==> src/rtl/atmf_pkg.sv <==
// ----------------------------------------------------------------------------
// atmf_pkg
// Shared types and constants of the alpha-trimmed mean filter.
// ----------------------------------------------------------------------------
package atmf_pkg;

    localparam int PIX_W   = 8;
    localparam int CFG_DW  = 32;
    localparam int CFG_AW  = 4;
    localparam int CFG_RW  = 11;
    localparam int RAD_RW  = 2;
    localparam int POS_W   = 10;
    localparam int IN_DW   = 8;
    localparam int OUT_DW  = 32;

    localparam logic [PIX_W-1:0] PIX_MAX = '1;

    // register indexes on the configuration port
    localparam logic [1:0] REG_WIDTH  = 2'd0;
    localparam logic [1:0] REG_HEIGHT = 2'd1;
    localparam logic [1:0] REG_RADIUS = 2'd2;

    // item kinds carried on the input tuser
    localparam logic CMD_PIXEL = 1'b0;
    localparam logic CMD_DRAIN = 1'b1;

    typedef enum logic [3:0] {
        S_IDLE,
        S_CHECK,
        S_START,
        S_UP,
        S_READ,
        S_WAIT,
        S_PUSH,
        S_COMB,
        S_MUL,
        S_EMIT
    } t_state;

endpackage

==> src/rtl/atmf_col_cell.sv <==
// ----------------------------------------------------------------------------
// atmf_col_cell
// One window column summary (valid, sum, min, max); shifts to its neighbor.
// ----------------------------------------------------------------------------
module atmf_col_cell #(
    parameter int SUM_W = 11
) (
    input  logic                       i_clk,
    input  logic                       i_rst_n,
    input  logic                       i_clear,
    input  logic                       i_shift,
    input  logic                       i_vld,
    input  logic [SUM_W-1:0]           i_sum,
    input  logic [atmf_pkg::PIX_W-1:0] i_lo,
    input  logic [atmf_pkg::PIX_W-1:0] i_hi,
    output logic                       o_vld,
    output logic [SUM_W-1:0]           o_sum,
    output logic [atmf_pkg::PIX_W-1:0] o_lo,
    output logic [atmf_pkg::PIX_W-1:0] o_hi
);
    import atmf_pkg::*;

    logic             r_vld;
    logic [SUM_W-1:0] r_sum;
    logic [PIX_W-1:0] r_lo;
    logic [PIX_W-1:0] r_hi;

    always_ff @(posedge i_clk) begin
        if (!i_rst_n || i_clear) begin
            r_vld <= 1'b0;
        end else if (i_shift) begin
            r_vld <= i_vld;
        end
    end

    always_ff @(posedge i_clk) begin
        if (i_shift) begin
            r_sum <= i_sum;
            r_lo  <= i_lo;
            r_hi  <= i_hi;
        end
    end

    assign o_vld = r_vld;
    assign o_sum = r_sum;
    assign o_lo  = r_lo;
    assign o_hi  = r_hi;

endmodule

==> config.mk <==
export PLATFORM = sky130hd
export DESIGN_NAME = atmf_col_cell
export DESIGN_NICKNAME = d
export VERILOG_FILES = /design/src/rtl/atmf_pkg.sv /design/src/rtl/atmf_col_cell.sv
export SDC_FILE = /design/constraint.sdc
export NUM_CORES = 1
export LEC_CHECK = 0
export BUFFER_PORTS_ARGS = -buffer_cell sky130_fd_sc_hd__buf_2
export CORE_ASPECT_RATIO = 0.7
export CORE_MARGIN = 2
export CORE_UTILIZATION = 42
export DETAILED_ROUTE_END_ITERATION = 10
export HOLD_SLACK_MARGIN = 0.1
export PLACE_DENSITY_LB_ADDON = 0.1
export SYNTH_ARGS = -nofsm -noshare
export SYNTH_HDL_FRONTEND = slang
export SYNTH_SLANG_ARGS = --single-unit
==> constraint.sdc <==
create_clock -name i_clk -period 1.3 [get_ports i_clk]
set_input_delay 0.26 -clock i_clk [delete_from_list [all_inputs] [get_ports i_clk]]
set_output_delay 0.26 -clock i_clk [all_outputs]
set_load 0.1 [all_outputs]
==> results of run 1 <==
[what timing repair did]
| action | in CTS |
|---|---|
| hold endpoints to repair | 1 |
| endpoints found under the setup margin | 6 |
| gates resized for setup | 6 |
| hold buffers | 1 |
| cloned | 0 |
[cell usage after synthesis]
library cell | n | area (um^2)
dfxtp_1 | 1 | 20.02
edfxtp_1 | 27 | 810.8
mux2i_1 | 1 | 10.01
nor3b_2 | 1 | 12.51
[metrics by stage]
stage                     hold WS [ps]  instance area, um^2  worst slack [ps]
after floorplan                  322.1                854.6             136.0
after detailed placement         428.9                 1523             284.6
after CTS                        105.9                 1584             50.39
after global placement           424.5                 1523             329.7
[kinds of logic after synthesis]
| family | share of synthesized area (%) |
|---|---|
| DFF | 97.36 |
| and+or+nand+nor | 1.466 |
| muxes | 1.173 |
==> flow_summary.ini, run 1 <==
[logic_synthesis]
syn-instance-count = 30
ys_seq_elements = 28
syn_area_um2 = 853.3
yosysWarnings = 0
ys_types = 4
syn_nets = 62
syn_area_per_cell_um2 = 28.44
ys_seq_area_share_pct = 97.36

[run_status]
status = stopped before the end
tool.error = [ERROR DPL-0033] detailed placement checks failed during check placement.
failing_step = 5_1_grt

[cts]
cts_buffers = 3
clockBufferDepth = 2
clock-sinks = 28
htreeDepth = 1
cts_root_buf = clkbuf_4
cts_setup_buffers = 0

[floorplan]
start_util_pct = 45.23
rows = 13
die_x_um = 57.88
die_y_um = 41.71
ios = 60

[placement]
port_buffers = 59
post-place-cells = 113
place_congestion = 0.6049
hpwlAfterDp_um = 1252

[global_routing]
antenna_found_initial = 0
grt_max_degree = 18
==> run 2: changes to the inputs <==
==> config.mk (replaced) <==
export PLATFORM = sky130hd
export DESIGN_NAME = atmf_col_cell
export DESIGN_NICKNAME = d
export VERILOG_FILES = /design/src/rtl/atmf_pkg.sv /design/src/rtl/atmf_col_cell.sv
export SDC_FILE = /design/constraint.sdc
export NUM_CORES = 1
export LEC_CHECK = 0
export BUFFER_PORTS_ARGS = -buffer_cell sky130_fd_sc_hd__buf_2
export CORE_AREA = 2 2 63 65
export DETAILED_ROUTE_END_ITERATION = 10
export DIE_AREA = 0 0 65 67
export PLACE_DENSITY_LB_ADDON = 0.15
export SYNTH_ARGS = -nofsm -noshare
export SYNTH_HDL_FRONTEND = slang
export SYNTH_SLANG_ARGS = --single-unit
==> run 2 against run 1 <==
Net effect: the flow now finishes without violations; area after synthesis unchanged; synthesized cell count unchanged.
==> flow_summary.ini, run 2 <==
[run_status]
status = completed

[timing]
hold-worst-slack_ps = 137.1
max_slew_margin_pct = 80.03
rsz0062_at_grt = false
hold_viol = 0
fin_crit_sh_pct = 91.54
setup_tns_ps = 0
fin_worst_skew_ps = 0
period_needed_ps = 1190
fin_ws_ps = 109.9
fmax_mhz = 840.3
setup_viol = 0
finalMaxSlewViolations = 0
worstMarginPinSlew_ps = 301.2

[placement]
post-place-cells = 139
post-place-ws_ps = 313.1
port_buffers = 59
hpwlAfterDp_um = 1532
place_congestion = 0.6776
placed_cell_area_um2 = 1628

[routing]
first_pass_iters = 2
routed_via_density = 3.622
drc = 0
drt_iter0_drc = 5
wl_per_cell_um = 12.69
wl_um = 1814
vias = 518
ant_nets = 0

[finish]
antennaDiodeCount = 0
syn_to_final_growth_pct = 96.63
drive_gt1_share_pct = 69.47
final_nets = 128
final_common_cell = buf_2
fin_area_um2 = 1678
post-route-util_pct = 46.53
largest_reg_flops = 11
instances_no_fill = 143
layout_common_cells = buf_2, edfxtp_1, buf_12

[global_routing]
grt_max_degree = 16
grt_pass1_vias = 553
grt_overflow_total = 0
antenna_found_initial = 0
grt_first_pass_wirelength_um = 2697
grtUsageTotal_pct = 8.707

[min_path]
min_from = i_clear
holdPathEnd = o_vld
min_path_cells = 2
min_path_type = in2reg

[floorplan]
core_um2 = 3606
die_x_um = 65
ios = 60
die-area_um2 = 4355
rows = 22
die_y_um = 67
start_util_pct = 23.66

[worst_setup_path]
rr_worst_depth = 2
rr_startpoint = o_vld
r2r_slack_ps = 640
worstPathArrival_ps = 930
slowest_stage = edfxtp_1
regToRegEndpoint = o_vld
cp_cell_sequence = clkbuf_4
cp_top_family = flip-flops
path_max_fanout = 1
worstSetupStartpointType = register
critical_path_required_ps = 1040
slowest_delay_ps = 380
critPathBufInv = 1
cp-end-kind = primary output
crit_type = reg2out

[run]
drv_cap = 0

[power]
intPower_mw = 1.567
pwr_density_cell_nw_per_um2 = 1435
switchingPower_uw = 840.7
power.share.clock_pct = 18.9
power_mw = 2.408
vdd_ir_drop_max_v = 0.0005235
pwr-share-comb_pct = 34.6
p_sw_share_pct = 34.92
power_frac_seq_pct = 46.5
p_leak_nw = 0.6924

[cts]
cts_root_buf = clkbuf_8
htreeDepth = 1
cts_setup_buffers = 0
clockBufferDepth = 2
cts_buffers = 3
path_clk_slew_ps = 90
worstSkewPairLatency_ps = 270
cts_hold_buf = 0
cts_tree = yes
clock-sinks = 28

[logic_synthesis]
syn_area_um2 = 853.3
yosysWarnings = 0
synth_area_leaders = edfxtp_1, dfxtp_1, nor3b_2, mux2i_1
ys_seq_area_share_pct = 97.36
syn-instance-count = 30
syn_area_per_cell_um2 = 28.44
yosys.area.top_type_share_pct = 95.01
ys_types = 4
yosysTopAreaCell = edfxtp_1
syn_nets = 62
synth_edf_count = 27
synth-main-ff-cell = edfxtp_1
synth.most_common_cell = edfxtp_1
async_flop_share_pct = 0
ys_seq_elements = 28
netlist_top_cells_count = edfxtp_1, dfxtp_1, mux2i_1, nor3b_2
[run 2: logic make-up after synthesis]
group            share of synthesized area (%)
multiplexers                             1.173
flip-flops                               97.36
AND/OR/NAND/NOR                          1.466
[run 2: final cells by class]
cell class	count	area [um^2]
clock buffers	4	45.04
fillers	318	1928
multi-input cells	2	22.52
flip-flops and latches	28	832.0
well taps	48	60.06
repair buffers	61	718.2
[run 2: worst register-to-register path, cell delays in order, from the launching register on]
cell and delay, ps:
dfxtp_2 360, mux2i_1 80, nor3b_2 150
[run 2: per-layer routing]
metal  GRT usage (%)  vias up  share of wire, %
li1                -      249                 -
met1           8.934      241                35
met2           15.98       26                57
met3           2.365        2               7.1
met4           4.787        0              0.66
met5               0        -                 0
[run 2: repair_timing]
action | CTS | global route
hold endpoints to repair | 0 | 0
resized for setup | 0 | 2
endpoints found under the setup margin | 0 | 2
[run 2: worst max path at each step]
stage / start / endpoint / slack, ps / depth (start not counted)
after floorplan: o_hi[0] / o_hi[0] / 140 / 0
after global placement: o_sum[7] / o_sum[7] / 330 / 1
after detailed placement: o_sum[7] / o_sum[7] / 310 / 1
after CTS: o_sum[7] / o_sum[7] / 6 / 1
after global routing: o_sum[7] / o_sum[7] / 80 / 1
final: o_sum[7] / o_sum[7] / 110 / 1
[run 2: power groups by stage]
stage	Clock (mW)	Combinational, mW	Sequential [mW]
finish	0.456	0.833	1.12
CTS	0.479	0.838	1.12
floorplan	0	0.00346	1.61
global route	0.524	0.850	1.13
detailed placement	0	0.838	1.14
global placement	0	0.831	1.14
Power figures use the tool's default switching activity.
