==> config.mk <==
export PLATFORM = sky130hd
export DESIGN_NAME = atmf_recip_div
export DESIGN_NICKNAME = d
export VERILOG_FILES = /design/src/rtl/atmf_pkg.sv /design/src/rtl/atmf_recip_div.sv
export SDC_FILE = /design/constraint.sdc
export NUM_CORES = 1
export LEC_CHECK = 0
export ABC_AREA = 1
export BUFFER_PORTS_ARGS = -buffer_cell sky130_fd_sc_hd__buf_2
export CAP_MARGIN = 25
export CORE_MARGIN = 5
export CORE_UTILIZATION = 42
export CTS_BUF_LIST = sky130_fd_sc_hd__clkbuf_16
export DETAILED_ROUTE_END_ITERATION = 10
export SYNTH_ARGS = -nofsm -noshare
export SYNTH_HDL_FRONTEND = slang
export SYNTH_SLANG_ARGS = --single-unit
==> constraint.sdc <==
create_clock -name i_clk -period 12.7 [get_ports i_clk]
set_input_delay 2.54 -clock i_clk [delete_from_list [all_inputs] [get_ports i_clk]]
set_output_delay 2.54 -clock i_clk [all_outputs]
set_load 0.1 [all_outputs]
==> src/rtl/atmf_pkg.sv <==
// ----------------------------------------------------------------------------
// atmf_pkg
// Shared types and constants of the alpha-trimmed mean filter.
// ----------------------------------------------------------------------------
package atmf_pkg;

    localparam int PIX_W   = 8;
    localparam int CFG_DW  = 32;
    localparam int CFG_AW  = 4;
    localparam int CFG_RW  = 11;
    localparam int RAD_RW  = 2;
    localparam int POS_W   = 10;
    localparam int IN_DW   = 8;
    localparam int OUT_DW  = 32;

    localparam logic [PIX_W-1:0] PIX_MAX = '1;

    // register indexes on the configuration port
    localparam logic [1:0] REG_WIDTH  = 2'd0;
    localparam logic [1:0] REG_HEIGHT = 2'd1;
    localparam logic [1:0] REG_RADIUS = 2'd2;

    // item kinds carried on the input tuser
    localparam logic CMD_PIXEL = 1'b0;
    localparam logic CMD_DRAIN = 1'b1;

    typedef enum logic [3:0] {
        S_IDLE,
        S_CHECK,
        S_START,
        S_UP,
        S_READ,
        S_WAIT,
        S_PUSH,
        S_COMB,
        S_MUL,
        S_EMIT
    } t_state;

endpackage

==> src/rtl/atmf_recip_div.sv <==
// ----------------------------------------------------------------------------
// atmf_recip_div
// Divide a window sum by a small count through a reciprocal table.
// ----------------------------------------------------------------------------
module atmf_recip_div #(
    parameter int SUM_W = 14,
    parameter int CNT_W = 6,
    parameter int SHIFT = 20
) (
    input  logic                       i_clk,
    input  logic                       i_load,
    input  logic [SUM_W-1:0]           i_sum,
    input  logic [CNT_W-1:0]           i_div,
    output logic [atmf_pkg::PIX_W-1:0] o_quot
);
    import atmf_pkg::*;

    localparam int NREC = 1 << CNT_W;

    logic [SHIFT-1:0]       w_recip [NREC];
    logic [SUM_W+SHIFT-1:0] r_prod;

    // ceil(2^SHIFT / d); exact for every sum below 2^SUM_W
    for (genvar d = 0; d < NREC; d++) begin : g_recip
        if (d < 2) begin : g_none
            assign w_recip[d] = '0;
        end else begin : g_val
            localparam longint RECIP = ((64'd1 << SHIFT) + d - 1) / d;
            assign w_recip[d] = SHIFT'(RECIP);
        end
    end

    always_ff @(posedge i_clk) begin
        if (i_load) begin
            r_prod <= (SUM_W+SHIFT)'(i_sum) * (SUM_W+SHIFT)'(w_recip[i_div]);
        end
    end

    assign o_quot = r_prod[SHIFT +: PIX_W];

endmodule

# == Word level (Yosys, flattened, before mapping) ==
# Memories as Yosys holds them, arrays and structs flattened.
# Cells that the tools add are included.
# classes
n_bitwise,1
n_mux,2
n_lt_le_gt_ge,1
multipliers,1
# op_table
op,count
$mux 20,2
$mul 14x20->28,1
$ge 7x7->1 const B,1
$not 6->7,1
# word_totals
in_bits,22
output_inout_bits,8
ff_bits,28
mem_bits_ro,1280
mem_count,1
# memory_table
memory,depth,word_bits,read_ports,rd_ports_with_merged_regs,write_ports,line_no,rtl
(no name shown),64,20,1,0,0,atmf_recip_div.sv:35,r_prod <= (SUM_W+SHIFT)'(i_sum) * (SUM_W+SHIFT)'(w_recip[i_div]);

# == Depth between registers and ports, before layout ==
# Gate-level depths: netlist (run 1).
# logic_depth
word_depth,5
mapped_depth,34
depth_no_buf,34

# == Worst setup path after synthesis (run 1) ==
# Ideal clock, no wire load.
# synth_path
path_type,in2reg
from,in i_div[1]
to,"reg r_prod[23], data pin"
stages,29
required_ns,12.448
setup_ns,0.252
arrival_time_ns,8.161
setup_slack_ns,4.287
path_cell_list,inv_1 ha_1 inv_1 nand2_1 nand2_1 inv_1 nor2_1 o21ai_0 nand3_1 inv_1 nand2_1 fa_1 fa_1 fa_1 inv_1 fa_1 fa_1 inv_1 fa_1 inv_1 ha_1 a21oi_1 o21ai_0 a21o_1 a31o_2 a21oi_1 nand2_1 nand2_1 nand2_1
# synth_between
elab_chain_cells,5
# synth_rtl
item,line_no,rtl
start: declaration,atmf_recip_div.sv:13,"input logic [CNT_W-1:0] i_div,"
$not 6->7 (implied by the code),atmf_recip_div.sv:35,
$mem_v2 64x20,n/a,
$mux 20 (implied by the code) (2 in series),atmf_recip_div.sv:35,
$mul 14x20->28,atmf_recip_div.sv:35,
end signal: assignment,atmf_recip_div.sv:35,
end: declaration,atmf_recip_div.sv:21,logic [SUM_W+SHIFT-1:0] r_prod;
# Every way passes these cells. The select of a mux whose other input is x is not followed.
# A chain may end at the register's enable or synchronous reset.

# == Worst setup path after layout (run 1) ==
# layout_path
from,in i_div[2]
to,"reg r_prod[23], data pin"
# The elaborated chain is that of the path after synthesis.

==> impl_metrics.toml, run 1 <==
[status]
status = "completed"

[global_route]
globalRouteMet2Util_pct = 38.6
use_met3_pct = 3.24
top_usage_layer = "met2"
grt_pass1_wl_mm = 47.0
grt_util_met1_pct = 30.9
grt_max_degree = 37
grt_pass1_vias = 9046
grt_use_total_pct = 22.6
overflow = 0
antenna_found_initial = 0

[logic_synthesis]
synth_nets = 1605
ys_types = 48
ys_warn_count = 0
async_flop_share_pct = 0
synth_edf_count = 8
ys_seq_elements = 8
synth_ff_type = "edfxtp_1"
seq_area_frac_synth_pct = 2.50
synth_area_sq_um = 9600
syn_inst = 1307
syn_avg_cell_area_sq_um = 7.34

[clock_network]
hold_buffers = 0
postCtsResizedCells = 0
clk_pin_slew_ns = 0.04
clk_path_buf_depth = 2
cts_max_level = 1
postCtsSetupRepairBufs = 0
cts_num_sinks = 8
cts-root-buf = "clkbuf_16"
cts_made_buffers = 3
cts_tree = "built"

[detailed_routing]
first_pass_iters = 6
vias = 8580
wl_per_cell_um = 18.0
viasPerCell = 5.39
dr.first_iter.drc_count = 749
drc = 0
drt_wl_total_mm = 28.7
ant_nets = 0

[final_layout]
area_growth_pct = 4.07
largest_register_ffs = 8
fill_cells = 2393
top_regs = "r_prod (8)"
final_common_cell = "inv_1"
diodes = 0
utilization_pct = 44.2
final_nets = 1607
seqCellArea_sq_um = 240
drive_gt1_share_pct = 5.13
final_cell_mix = "inv_1, nand2_1, fa_1"
multi_input_area_sq_um = 7990
largest-register = "r_prod"

[worst_hold_path]
worstHoldPathType = "in -> reg"
hold_path_depth = 1

[timing]
period_share_pct = 76.7
max_clock_freq_ghz = 0.103
worstMarginPinSlew_ns = 0.728
finalSetupViolCount = 0
maxSlewHeadroom_pct = 51.4
finalHoldViolations = 0
rsz0062_at_grt = "false"
fin_crit_ns = 9.74
maxSlewViolCount = 0
finalWorstSetupSlack_ns = 2.96
setup_tns_ns = 0

[setup_path]
worstSetupPathType = "in -> reg"
crit_path_start = "i_div[2]"
crit_fanout = 31
startpoint_type = "input pin"
required_ns = 12.68
crit_arrival_ns = 9.72
crit_path_end_kind = "register"
cp-endpoint = "r_prod[23]"

[place]
io_buffers = 29
gp_congestion = 0.987
dp_hpwl_mm = 24.2
place_ws_ns = 2.80

[die]
start_util_pct = 42.5
ios = 30
die_area_sq_um = 26000
core_sq_um = 22600
die_h_um = 161
die_x_um = 161
row_count = 55

[flow_run]
cap_violations = 0
-- cell families (layout without fill, tap and decap cells) --
| group | Yosys count | in the layout | share of synthesized area (%) |
|---|---|---|---|
| AOI/OAI and AO/OA | 119 | 119 | 7.28 |
| xor gates and xnor gates | 12 | 12 | 1.10 |
| adders and majority gates | 276 | 276 | 51.6 |
| buffers and inverters | 345 | 345 | 14.3 |
| DFF | 8 | 8 | 2.50 |
| and+or+nand+nor | 547 | 547 | 23.3 |
-- per-layer routing --
| metal | vias up | share of wire (%) |
|---|---|---|
| met5 | - | 0 |
| met4 | 0 | 2.4 |
| met3 | 52 | 7.9 |
| met2 | 378 | 47 |
| met1 | 4250 | 42 |
| li1 | 3900 | - |
-- synthesized netlist by cell type, types with 3 or more instances --
| library cell | n | area, sq um |
|---|---|---|
| nor3_1 | 3 | 15.0 |
| o21ai_1 | 4 | 20.0 |
| clkbuf_1 | 13 | 48.8 |
| nor2_1 | 179 | 672 |
| nand2_1 | 289 | 1080 |
| clkinv_1 | 5 | 18.8 |
| nand3_1 | 40 | 200 |
| fa_1 | 199 | 3980 |
| a21o_1 | 4 | 30.0 |
| nor4_1 | 3 | 18.8 |
| ha_1 | 77 | 963 |
| inv_2 | 5 | 18.8 |
| buf_2 | 5 | 25.0 |
| o21ai_0 | 40 | 200 |
| nand2_2 | 9 | 56.3 |
| nand4_1 | 5 | 31.3 |
| edfxtp_1 | 8 | 240 |
| a21oi_1 | 39 | 195 |
| nor2_4 | 5 | 56.3 |
| o211ai_1 | 5 | 37.5 |
| o22ai_1 | 4 | 25.0 |
| inv_1 | 300 | 1130 |
| nor2_2 | 8 | 50.1 |
| buf_1 | 6 | 22.5 |
| xnor2_1 | 4 | 35.0 |
| a31oi_1 | 5 | 31.3 |
| xor2_1 | 8 | 70.1 |
| buf_6 | 6 | 67.6 |
-- stage by stage --
stage / hold WS, ns / cells / cell area, sq um
after floorplan: 2.65 / 1307 / 9600
after global placement: 2.90 / 1589 / 9910
after detailed placement: 2.90 / 1589 / 9910
after CTS: 2.66 / 1592 / 9990
after global routing: 2.67 / 1592 / 9990
final: 2.66 / 1592 / 9990
-- worst min path at each step --
stage	slack [ns]	endpoint	startpoint
2_1_floorplan	2.65	r_prod[20]	i_load
3_3_place_gp	2.90	r_prod[22]	i_load
3_5_place_dp	2.90	r_prod[22]	i_load
4_1_cts	2.66	r_prod[24]	i_load
5_1_grt	2.67	r_prod[22]	i_load
6_report	2.66	r_prod[24]	i_load
-- worst max-delay path: stages --
cell and delay (ns):
buf_2 0.49, inv_2 0.29, nand2_1 0.29, nand2_1 0.10
inv_1 0.09, nor2_1 0.05, o21ai_0 0.32, nand3_1 0.36
inv_1 0.42, nand2_1 0.16, fa_1 0.58, fa_1 0.45
fa_1 0.54, inv_1 0.05, fa_1 0.46, fa_1 0.53
inv_1 0.06, fa_1 0.47, inv_1 0.05, ha_1 0.31
a21oi_1 0.17, o21ai_0 0.10, a21o_1 0.20, a31o_2 0.22
a21oi_1 0.21, nand2_1 0.08, nand2_1 0.06, nand2_1 0.05
-- layout make-up --
class | count | area share, %
multi-input combinational | 954 | 80.0
tap | 285 | 3.57
inverter | 312 | 11.8
clock buffer | 3 | 0.752
sequential | 8 | 2.41
timing repair buffer | 30 | 1.53
Power of run 1 is left out: the tool's default activity adds up to more than one toggle a clock period on the data nets, which glitch-free logic cannot reach.
==> run 2, diff against run 1 <==
--- a/config.mk
+++ b/config.mk
@@ -5,7 +5,7 @@
 export SDC_FILE = /design/constraint.sdc
 export NUM_CORES = 1
 export LEC_CHECK = 0
-export ABC_AREA = 1
+export ABC_AREA = 0
 export BUFFER_PORTS_ARGS = -buffer_cell sky130_fd_sc_hd__buf_2
 export CAP_MARGIN = 25
 export CORE_MARGIN = 5
==> constraint.sdc (replaced) <==
create_clock -name i_clk -period 8.21 [get_ports i_clk]
set_input_delay 1.642 -clock i_clk [delete_from_list [all_inputs] [get_ports i_clk]]
set_output_delay 1.642 -clock i_clk [all_outputs]
set_load 0.1 [all_outputs]
==> run 2 against run 1 <==
  * The run now ends with setup timing left
  * Clock-buffer cell count stayed put
  * Via count is 7.3% lower
  * Critical path depth is 5 higher
  * Worst setup slack worse by 3.3 ns
  * Flip-flop and latch count stayed put
  * Global-route usage fell by 1.1 points
  * Die area down 0.89%
==> impl_metrics.toml, run 2 <==
[status]
status = "finished with violations"
violations = "setup timing"

[detailed_routing]
drt_wl_total_mm = 26.6
wl_per_cell_um = 17.1
first_pass_iters = 5
dr.first_iter.drc_count = 488
ant_nets = 0
vias = 7957
viasPerCell = 5.12
drc = 0

[place]
gp_congestion = 0.942
place_inst = 1529
dpl_cell_area_sq_um = 10900
io_buffers = 29
place_ws_ns = -0.780
dp_hpwl_mm = 21.8

[logic_synthesis]
synthTopCellsByArea = "fa_1, ha_1, inv_1"
synth.most_common_cell = "inv_1"
synth_top_area_share_pct = 41.9
yosys.area.top_type = "fa_1"
synth_edf_count = 8
async_flop_share_pct = 0
synth_nets = 1435
ys_seq_elements = 8
seq_area_frac_synth_pct = 2.53
ys_types = 66
syn_avg_cell_area_sq_um = 8.36
yosys-top-cells-count = "inv_1, fa_1, nand2_1"
synth_ff_type = "edfxtp_1"
syn_inst = 1137
ys_warn_count = 0
synth_area_sq_um = 9510

[final_layout]
final_cell_mix = "inv_1, fa_1, nand2_1"
largest_register_ffs = 8
top_regs = "r_prod (8)"
fill_cells = 2113
area_growth_pct = 19.9
final_nets = 1567
largest-register = "r_prod"
final_common_cell = "inv_1"
drive_gt1_share_pct = 21.0
fin_area_sq_um = 11400
stdcell_count = 1553

[timing]
maxSlewHeadroom_pct = 66.4
finalWorstSetupSlack_ns = -0.347
finalHoldViolations = 0
worstMarginPinSlew_ns = 0.507
fin_crit_ns = 8.56
max_clock_freq_ghz = 0.117
finalSetupViolCount = 7
rsz0062_at_grt = "true"
setup_tns_ns = -1.70
maxSlewViolCount = 0
period_share_pct = 104

[global_route]
grt_use_total_pct = 21.5
antenna_found_initial = 1
grt_max_degree = 24
overflow = 0
grt_pass1_vias = 8595
grt_pass1_wl_mm = 45.2

[setup_path]
required_ns = 8.19
critPathSlowestCell = "fa_1"
startpoint_type = "input pin"
cpPeakStageDelay_ns = 0.48
path_common_cell = "fa_1"
worstSetupPathType = "in -> reg"
crit_arrival_ns = 8.53
crit_path_start = "i_div[1]"
crit_path_end_kind = "register"
crit_fanout = 5

[power]
clkPwrFrac_pct = 1.8
p_leak_nw = 5.67
p_sw_mw = 2.39
p_per_area_nw_per_um2 = 395
finalPower_mw = 4.51
switching_share_pct = 53.0
p_seq_share_pct = 3.5
p_int_mw = 2.12
peakVddDrop_uv = 437
p_comb_share_pct = 94.7

[die]
die_x_um = 160
die_h_um = 160
ios = 30
core_sq_um = 22400
row_count = 55
start_util_pct = 42.4
die_area_sq_um = 25700

[clock_network]
hold_buffers = 0
cts-root-buf = "clkbuf_16"
cts_tree = "built"
cts_made_buffers = 3
cts_max_level = 1
clk_path_buf_depth = 2
clk_pin_slew_ns = 0.04
cts_num_sinks = 8

[worst_hold_path]
worstHoldStart = "i_load"
worstHoldPathType = "in -> reg"

[flow_run]
cap_violations = 0
## run 2: changes by cell type in the layout (fill, tap and decap cells not counted), moves of 9 or more
cell | before | now
nor2_1 | 179 | 21
buf_4 | 1 | 156
nand2_1 | 289 | 168
and2_1 | 0 | 120
inv_1 | 300 | 236
nand3_1 | 40 | 10
nor2b_1 | 0 | 17
o21ai_0 | 40 | 23
nand2b_1 | 0 | 14
xnor2_1 | 4 | 15
a21oi_1 | 39 | 30
## run 2: routing by layer
metal,GRT usage [%],up-vias,routed length [um]
li1,-,3703,-
met1,29.8,4006,11800
met2,37.4,210,13100
met3,1.49,38,1020
met4,4.54,0,709
met5,0,-,0
## run 2: cells by family after synthesis
group                      count (synthesis)  synth area share, %
AOI/OAI and AO/OA                        121                 8.62
xor gates and xnor gates                  20                 1.84
adders and majority gates                276                 52.0
buffers and inverters                    311                 13.0
DFF                                        8                 2.53
muxes                                     11                 1.45
and+or+nand+nor                          390                 20.5
## run 2: metrics by stage
step	util, %	hold WS [ns]
final	50.8	1.77
after global routing	50.8	1.77
after CTS	50.2	1.77
after detailed placement	48.7	2.01
after global placement	48.7	2.00
after floorplan	-	1.75
## run 2: layout make-up
cell class,count,area [sq um],area share (%)
flip-flops and latches,8,240,2.11
inverters,240,907,7.96
diodes,1,2.50,0.0220
multi-input cells,818,8280,72.7
well taps,285,357,3.13
clock buffers,3,75.1,0.659
repair buffers,198,1530,13.4
## run 2: worst paths after layout
kind	end	slack, ns	depth (start not counted)
worst min-delay path	r_prod[25]	1.77	1
worst max-delay path	r_prod[24]	-0.35	33
## run 2: power by group through the flow
stage	clock network [mW]	logic [mW]	registers [mW]
2_1_floorplan	0	2.69	0.315
3_3_place_gp	0	3.90	0.159
3_5_place_dp	0	3.97	0.159
4_1_cts	0.0814	4.18	0.159
5_1_grt	0.0861	4.94	0.161
6_report	0.0803	4.27	0.159
## run 2: worst max-delay path: cells and delay by family
kind,cells,cell delay (ns)
adder cells (fa/ha/maj),8,3.14
AO/OA/AOI/OAI,7,1.22
AND/OR/NAND/NOR,6,1.21
buffers and inverters,10,1.01
multiplexers,1,0.19
XOR/XNOR,1,0.11
## run 2: repair_timing
item | 4_1_cts | 5_1_grt
buffers inserted | 12 | 7
pin swaps | 21 | 24
resized for setup | 45 | 18
setup endpoints to repair | 8 | 8
cloned | 1 | 0
(Power assumes the default switching activity.)
